### src/rtl/core/spt_pkg.sv
package spt_pkg;

    localparam int PIXEL_FRAC_BITS = 4;
    localparam int OUT_FRAC_BITS   = 16;

    localparam int PIX_W     = 16;
    localparam int CFG_W     = 24;
    localparam int CFG_IDX_W = 3;
    localparam int CFG_FRAC  = 8;
    localparam int OUT_W     = 32;

    // ray components, signed with RAY_FRAC fraction bits
    localparam int RAY_FRAC  = 16;
    localparam int RAY_W     = CFG_W + 1;
    localparam int RNUM_W    = RAY_W + RAY_FRAC;
    localparam int RAY_Q_W   = CFG_W;
    localparam int RAY_HI_W  = RNUM_W - RAY_Q_W;

    // solver word widths
    localparam int DIFF_W    = RAY_W + 1;
    localparam int CROSS_W   = 2 * RAY_W;
    localparam int SPLIT     = RAY_W;
    localparam int CH_W      = CROSS_W - SPLIT;
    localparam int D_W       = 99;
    localparam int NPART_W   = 75;
    localparam int NH_W      = NPART_W - 2 * SPLIT;
    localparam int NUM_W     = 100;

    // output divider
    localparam int Q_W       = OUT_W;
    localparam int M_W       = NUM_W + OUT_FRAC_BITS + 1;
    localparam int HI_W      = M_W - 2 - Q_W;

    localparam int RAY_LAT      = RAY_Q_W + 2;
    localparam int QUOT_LAT     = Q_W + 1;
    localparam int SOLVE_STAGES = 9;
    localparam int PIPE_LAT     = 1 + RAY_LAT + SOLVE_STAGES + QUOT_LAT + 1;

    localparam logic [CFG_W-1:0] FOCAL_RESET = CFG_W'(128000);
    localparam logic [CFG_W-1:0] CX_RESET    = CFG_W'(81920);
    localparam logic [CFG_W-1:0] CY_RESET    = CFG_W'(61440);

    typedef enum logic [CFG_IDX_W-1:0] {
        CFG_LEFT_FOCAL_X   = 3'd0,
        CFG_LEFT_FOCAL_Y   = 3'd1,
        CFG_LEFT_CENTER_X  = 3'd2,
        CFG_LEFT_CENTER_Y  = 3'd3,
        CFG_RIGHT_FOCAL_X  = 3'd4,
        CFG_RIGHT_FOCAL_Y  = 3'd5,
        CFG_RIGHT_CENTER_X = 3'd6,
        CFG_RIGHT_CENTER_Y = 3'd7
    } cfg_index_t;

endpackage

### src/rtl/core/spt_ray_div.sv
module spt_ray_div
    import spt_pkg::*;
(
    input  logic                    clk,
    input  logic [RNUM_W-1:0]       num,
    input  logic                    neg,
    input  logic [CFG_W-1:0]        focal,
    output logic signed [RAY_W-1:0] ray
);

    logic [RAY_Q_W-1:0] rem_reg [0:RAY_Q_W];
    logic [RAY_Q_W-1:0] low_reg [0:RAY_Q_W];
    logic               neg_reg [0:RAY_Q_W];
    logic               sat_reg [0:RAY_Q_W];
    logic [RAY_Q_W-1:0] rem_next [1:RAY_Q_W];
    logic [RAY_Q_W-1:0] low_next [1:RAY_Q_W];
    logic [RAY_Q_W-1:0] rem0;
    logic [RAY_Q_W-1:0] mag;
    logic signed [RAY_W-1:0] ray_reg;

    assign rem0 = RAY_Q_W'(num[RNUM_W-1:RAY_Q_W]);

    always_comb
    begin
        logic [RAY_Q_W:0] t;
        logic             ge;
        for (int k = 0; k < RAY_Q_W; k++)
        begin
            t  = {rem_reg[k], low_reg[k][RAY_Q_W-1]};
            ge = t >= {1'b0, focal};
            rem_next[k+1] = ge ? RAY_Q_W'(t - {1'b0, focal}) : t[RAY_Q_W-1:0];
            low_next[k+1] = {low_reg[k][RAY_Q_W-2:0], ge};
        end
    end

    assign mag = sat_reg[RAY_Q_W] ? {RAY_Q_W{1'b1}} : low_reg[RAY_Q_W];

    always_ff @(posedge clk)
    begin
        rem_reg[0] <= rem0;
        low_reg[0] <= num[RAY_Q_W-1:0];
        neg_reg[0] <= neg;
        sat_reg[0] <= rem0 >= focal;
        for (int k = 1; k <= RAY_Q_W; k++)
        begin
            rem_reg[k] <= rem_next[k];
            low_reg[k] <= low_next[k];
            neg_reg[k] <= neg_reg[k-1];
            sat_reg[k] <= sat_reg[k-1];
        end
        ray_reg <= neg_reg[RAY_Q_W] ? -$signed({1'b0, mag}) : $signed({1'b0, mag});
    end

    assign ray = ray_reg;

endmodule

### config.mk
export PLATFORM = sky130hd
export DESIGN_NAME = spt_ray_div
export DESIGN_NICKNAME = d
export VERILOG_FILES = /design/src/rtl/core/spt_pkg.sv /design/src/rtl/core/spt_ray_div.sv
export SDC_FILE = /design/constraint.sdc
export NUM_CORES = 2
export LEC_CHECK = 0
export BUFFER_PORTS_ARGS = -buffer_cell sky130_fd_sc_hd__buf_2
export CAP_MARGIN = 20
export CORE_MARGIN = 3
export CORE_UTILIZATION = 55
export DETAILED_ROUTE_END_ITERATION = 8
export HOLD_SLACK_MARGIN = 0.12
export PLACE_DENSITY = 0.69
export SKIP_CTS_REPAIR_TIMING = 1
export SLEW_MARGIN = 20
export SYNTH_ARGS = -nofsm -noshare
export SYNTH_HDL_FRONTEND = slang
export SYNTH_SLANG_ARGS = --single-unit
export TNS_END_PERCENT = 1
### constraint.sdc
create_clock -name clk -period 9.5 [get_ports clk]
set_clock_uncertainty 0.15 [all_clocks]
set_input_delay 0.475 -clock clk [delete_from_list [all_inputs] [get_ports clk]]
set_output_delay 0.475 -clock clk [all_outputs]
set_load 0.01 [all_outputs]
==> run_summary.xml <==
<?xml version="1.0" encoding="UTF-8"?>
<metrics>
  <group name="cells_and_area">
    <metric name="layout-drive-gt1-share" unit="">0.119</metric>
    <metric name="layout.nets" unit="">6954</metric>
    <metric name="layout.area.seq" unit="sq mm">0.0249</metric>
    <metric name="largest_reg_flops" unit="">600</metric>
    <metric name="most_used_cells_in_the_layout_excluding_fill_and_tap_cells" unit="">sky130_fd_sc_hd__dfxtp_1, sky130_fd_sc_hd__ha_1, sky130_fd_sc_hd__a21oi_1</metric>
    <metric name="n_antenna_cell" unit="">0</metric>
    <metric name="layout.filler_cells" unit="">8917</metric>
    <metric name="synthToLayoutAreaGrowth" unit="%">11.7</metric>
    <metric name="final_common_cell" unit="">sky130_fd_sc_hd__dfxtp_1</metric>
    <metric name="multi_input_comb_area" unit="sq mm">0.0337</metric>
  </group>
  <group name="pwr">
    <metric name="power_per_cell_area" unit="mW/mm^2">378</metric>
    <metric name="power_frac_seq" unit="">0.316</metric>
    <metric name="power.share.combinational" unit="">0.475</metric>
    <metric name="relative_contribution_of_the_clock_network_to_total_power" unit="">0.209</metric>
    <metric name="peakVddDrop" unit="uV">186</metric>
    <metric name="power_switching_share" unit="">0.376</metric>
    <metric name="power_leakage" unit="uW">0.0294</metric>
    <metric name="power.net_switching" unit="uW">9540</metric>
    <metric name="p_total" unit="uW">25400</metric>
    <metric name="p_int" unit="uW">15800</metric>
  </group>
  <group name="floorplanning">
    <metric name="initial_utilization" unit="">0.558</metric>
    <metric name="dieHeight" unit="um">336</metric>
    <metric name="ios" unit="">92</metric>
    <metric name="die_width" unit="um">336</metric>
    <metric name="core.rowCount" unit="">120</metric>
    <metric name="design.die.area" unit="sq mm">0.113</metric>
    <metric name="core_area" unit="sq mm">0.108</metric>
  </group>
  <group name="timing">
    <metric name="worst_slew_pin_slew" unit="ns">1.04</metric>
    <metric name="hold_viol_final" unit="">0</metric>
    <metric name="sum_of_negative_setup_slack" unit="ns">0</metric>
    <metric name="timing.final.crit_share" unit="">0.440</metric>
    <metric name="post-route-min-period" unit="ns">4.18</metric>
    <metric name="hold_ws" unit="ns">0.111</metric>
    <metric name="slew_headroom" unit="">0.305</metric>
    <metric name="finalMaxSlewViolations" unit="">0</metric>
    <metric name="rsz0062_at_grt" unit="">false</metric>
    <metric name="report.final.setup_viol" unit="">0</metric>
    <metric name="timing.fmax" unit="MHz">239</metric>
  </group>
  <group name="worst_hold_path">
    <metric name="hold_path_class" unit="">input pin to register</metric>
  </group>
  <group name="setup_path">
    <metric name="timing.critical_path.buf_inv" unit="">3</metric>
    <metric name="crit_path_end_kind" unit="">register</metric>
    <metric name="cells_traversed_along_the_worst_timing_path" unit="">buf_2 &gt; inv_2 &gt; ha_1 &gt; nor2b_1 &gt; o31a_1 &gt; o21ai_1 &gt; a2111oi_2 &gt; o31ai_1 &gt; o21a_1 &gt; o211a_2 &gt; inv_2 &gt; mux2_2</metric>
    <metric name="critical-path-top-cell-by-count" unit="">sky130_fd_sc_hd__inv_2</metric>
    <metric name="critPathMaxFanout" unit="">46</metric>
    <metric name="worst_path_dominant_cell_family" unit="">compound AO/OA/AOI/OAI gates</metric>
    <metric name="worst-endpoint-required" unit="ns">9.99</metric>
    <metric name="critPathLaunchType" unit="">input pin</metric>
    <metric name="cpPeakStageDelay" unit="ns">0.81</metric>
    <metric name="cpMaxStageDelayCell" unit="">sky130_fd_sc_hd__inv_2</metric>
    <metric name="cp.arrival" unit="ns">4.66</metric>
    <metric name="critPathKind" unit="">input pin to register</metric>
  </group>
  <group name="clocking">
    <metric name="cts.reportedPaths.clkPinSlew" unit="ns">0.06</metric>
    <metric name="clkSinkCount" unit="">1244</metric>
    <metric name="cts_made_buffers" unit="">132</metric>
    <metric name="worst_skew_pair.late_latency" unit="ns">0.75</metric>
    <metric name="clock_tree.root_cell" unit="">sky130_fd_sc_hd__clkbuf_16</metric>
    <metric name="cts.htree.levels" unit="">4</metric>
    <metric name="tritoncts" unit="">yes</metric>
    <metric name="clock_path_buffers" unit="">3</metric>
  </group>
  <group name="place">
    <metric name="detailedPlacementHpwl" unit="um">103000</metric>
    <metric name="gp_congestion" unit="">0.892</metric>
    <metric name="portBuffers" unit="">91</metric>
  </group>
  <group name="yosys">
    <metric name="syn_inst" unit="">6089</metric>
    <metric name="synth_edf_count" unit="">0</metric>
    <metric name="synth.cell_area" unit="sq mm">0.0600</metric>
    <metric name="postSynthRegisterBits" unit="">1244</metric>
    <metric name="yosys-top-cells-area" unit="">sky130_fd_sc_hd__dfxtp_1, sky130_fd_sc_hd__ha_1, sky130_fd_sc_hd__mux2_2, sky130_fd_sc_hd__a21oi_1, sky130_fd_sc_hd__xnor2_1</metric>
    <metric name="synth_flop_cell" unit="">sky130_fd_sc_hd__dfxtp_1</metric>
    <metric name="share_of_the_yosys_chip_area_belonging_to_registers" unit="">0.415</metric>
    <metric name="synth.net_count" unit="">6767</metric>
    <metric name="synth-async-reset-ratio" unit="">0</metric>
    <metric name="avgSynthCellArea" unit="sq um">9.86</metric>
    <metric name="synth.distinct_cells" unit="">94</metric>
    <metric name="ys_warn_count" unit="">0</metric>
    <metric name="yosys.area.top_type" unit="">sky130_fd_sc_hd__dfxtp_1</metric>
    <metric name="yosys.area.top_type_share" unit="">0.415</metric>
  </group>
  <group name="route">
    <metric name="detail_route.first_pass.iterations" unit="">6</metric>
    <metric name="post_drt_wl_per_cell" unit="um">18.8</metric>
    <metric name="wl" unit="um">146000</metric>
    <metric name="dr_total_vias" unit="">44900</metric>
    <metric name="drt_drc_violations_left" unit="">0</metric>
    <metric name="vias_per_cell" unit="">5.77</metric>
    <metric name="drt_iter0_drc" unit="">2967</metric>
    <metric name="antenna_left" unit="">0</metric>
  </group>
  <group name="grt">
    <metric name="grt_antenna_before_repair" unit="">1</metric>
    <metric name="grt_first_pass_wirelength" unit="um">227000</metric>
    <metric name="global_route.usage.total" unit="">0.252</metric>
    <metric name="grt_start_max_net_pins" unit="">48</metric>
    <metric name="overflow" unit="">0</metric>
    <metric name="number_of_global_route_vias_before_repair" unit="">42800</metric>
  </group>
  <group name="run_status">
    <metric name="outcome" unit="">complete, no violations</metric>
  </group>
  <group name="flow_run">
    <metric name="max-cap-violations" unit="">0</metric>
  </group>
</metrics>
==> cells in the mapped netlist, types with 47 or more instances <==
master                        n
sky130_fd_sc_hd__xor2_1     153
sky130_fd_sc_hd__nor2_1     411
sky130_fd_sc_hd__mux2i_1     47
sky130_fd_sc_hd__a31oi_1     57
sky130_fd_sc_hd__nand3_1    112
sky130_fd_sc_hd__mux2_2     256
sky130_fd_sc_hd__ha_1       588
sky130_fd_sc_hd__o31ai_1     47
sky130_fd_sc_hd__and3_1      52
sky130_fd_sc_hd__a21o_1     242
sky130_fd_sc_hd__dfxtp_1   1244
sky130_fd_sc_hd__o21a_1      92
sky130_fd_sc_hd__nand2b_1    89
sky130_fd_sc_hd__nand2_1    322
sky130_fd_sc_hd__xnor2_1    258
sky130_fd_sc_hd__a21oi_1    458
sky130_fd_sc_hd__nor3_1     103
sky130_fd_sc_hd__nand4_1     88
sky130_fd_sc_hd__clkbuf_1    64
sky130_fd_sc_hd__inv_1      219
sky130_fd_sc_hd__a211oi_1    58
sky130_fd_sc_hd__nor2b_1     93
sky130_fd_sc_hd__o21ai_0    334
==> path summary, 6_finish.rpt <==
check                       start               to  slack (ns)  cells past startpoint
setup / recovery         focal[1]   rem_reg[1][43]        5.32                     12
hold reg to reg    low_reg[0][41]   low_reg[0][66]        0.16                      0
hold / removal          focal[23]   low_reg[0][24]        0.11                      4
setup reg to reg  low_reg[0][359]  rem_reg[1][184]        5.71                     12
==> metrics by stage <==
stage	worst slack [ns]	util	cells	cell area, sq um
6_report	5.32	0.623	7777	67000
5_1_grt	5.05	0.623	7777	67000
4_1_cts	5.09	0.618	7730	66500
3_5_place_dp	4.30	0.576	7498	62000
3_3_place_gp	4.39	0.576	7498	62000
2_1_floorplan	5.82	-	6089	60000
==> power groups by stage <==
stage / Combinational, uW / Sequential (uW) / Clock (uW)
final: 12000 / 8010 / 5310
after CTS: 11900 / 8000 / 5440
after global placement: 11500 / 8110 / 0
after global routing: 13400 / 8130 / 5650
after floorplan: 9790 / 7570 / 0
after detailed placement: 11800 / 8100 / 0
==> cells by family (layout without fill, tap and decap cells) <==
group / count (synthesis) / count (layout) / synth area share
AO/OA/AOI/OAI: 1640 / 1640 / 0.179
XOR/XNOR: 411 / 411 / 0.0600
adder cells (fa/ha/maj): 611 / 611 / 0.130
buffers and inverters: 347 / 632 / 0.0249
flip-flops: 1244 / 1244 / 0.415
multiplexers: 374 / 374 / 0.0710
AND/OR/NAND/NOR: 1462 / 1462 / 0.120
==> per-layer routing <==
metal	vias to the layer above	GRT usage	part of all wire
met2	1127	0.437	0.48
li1	22500	-	-
met1	20900	0.317	0.43
met5	-	0	0.000062
met4	2	0.0940	0.036
met3	316	0.0381	0.052
==> layout make-up <==
cell class | instances | area share
multi-input cells | 4498 | 0.503
inverters | 221 | 0.0124
clock buffers | 168 | 0.0547
repair buffers | 179 | 0.0187
flip-flops and latches | 1244 | 0.372
well taps | 1403 | 0.0262
clock inverters | 64 | 0.0134
==> worst min-delay path, cell delays in order <==
cell and delay [ns]:
sky130_fd_sc_hd__buf_2 0.09, sky130_fd_sc_hd__nor3_1 0.06, sky130_fd_sc_hd__o21ai_0 0.13, sky130_fd_sc_hd__a21oi_4 0.15
(Power assumes the default switching activity.)
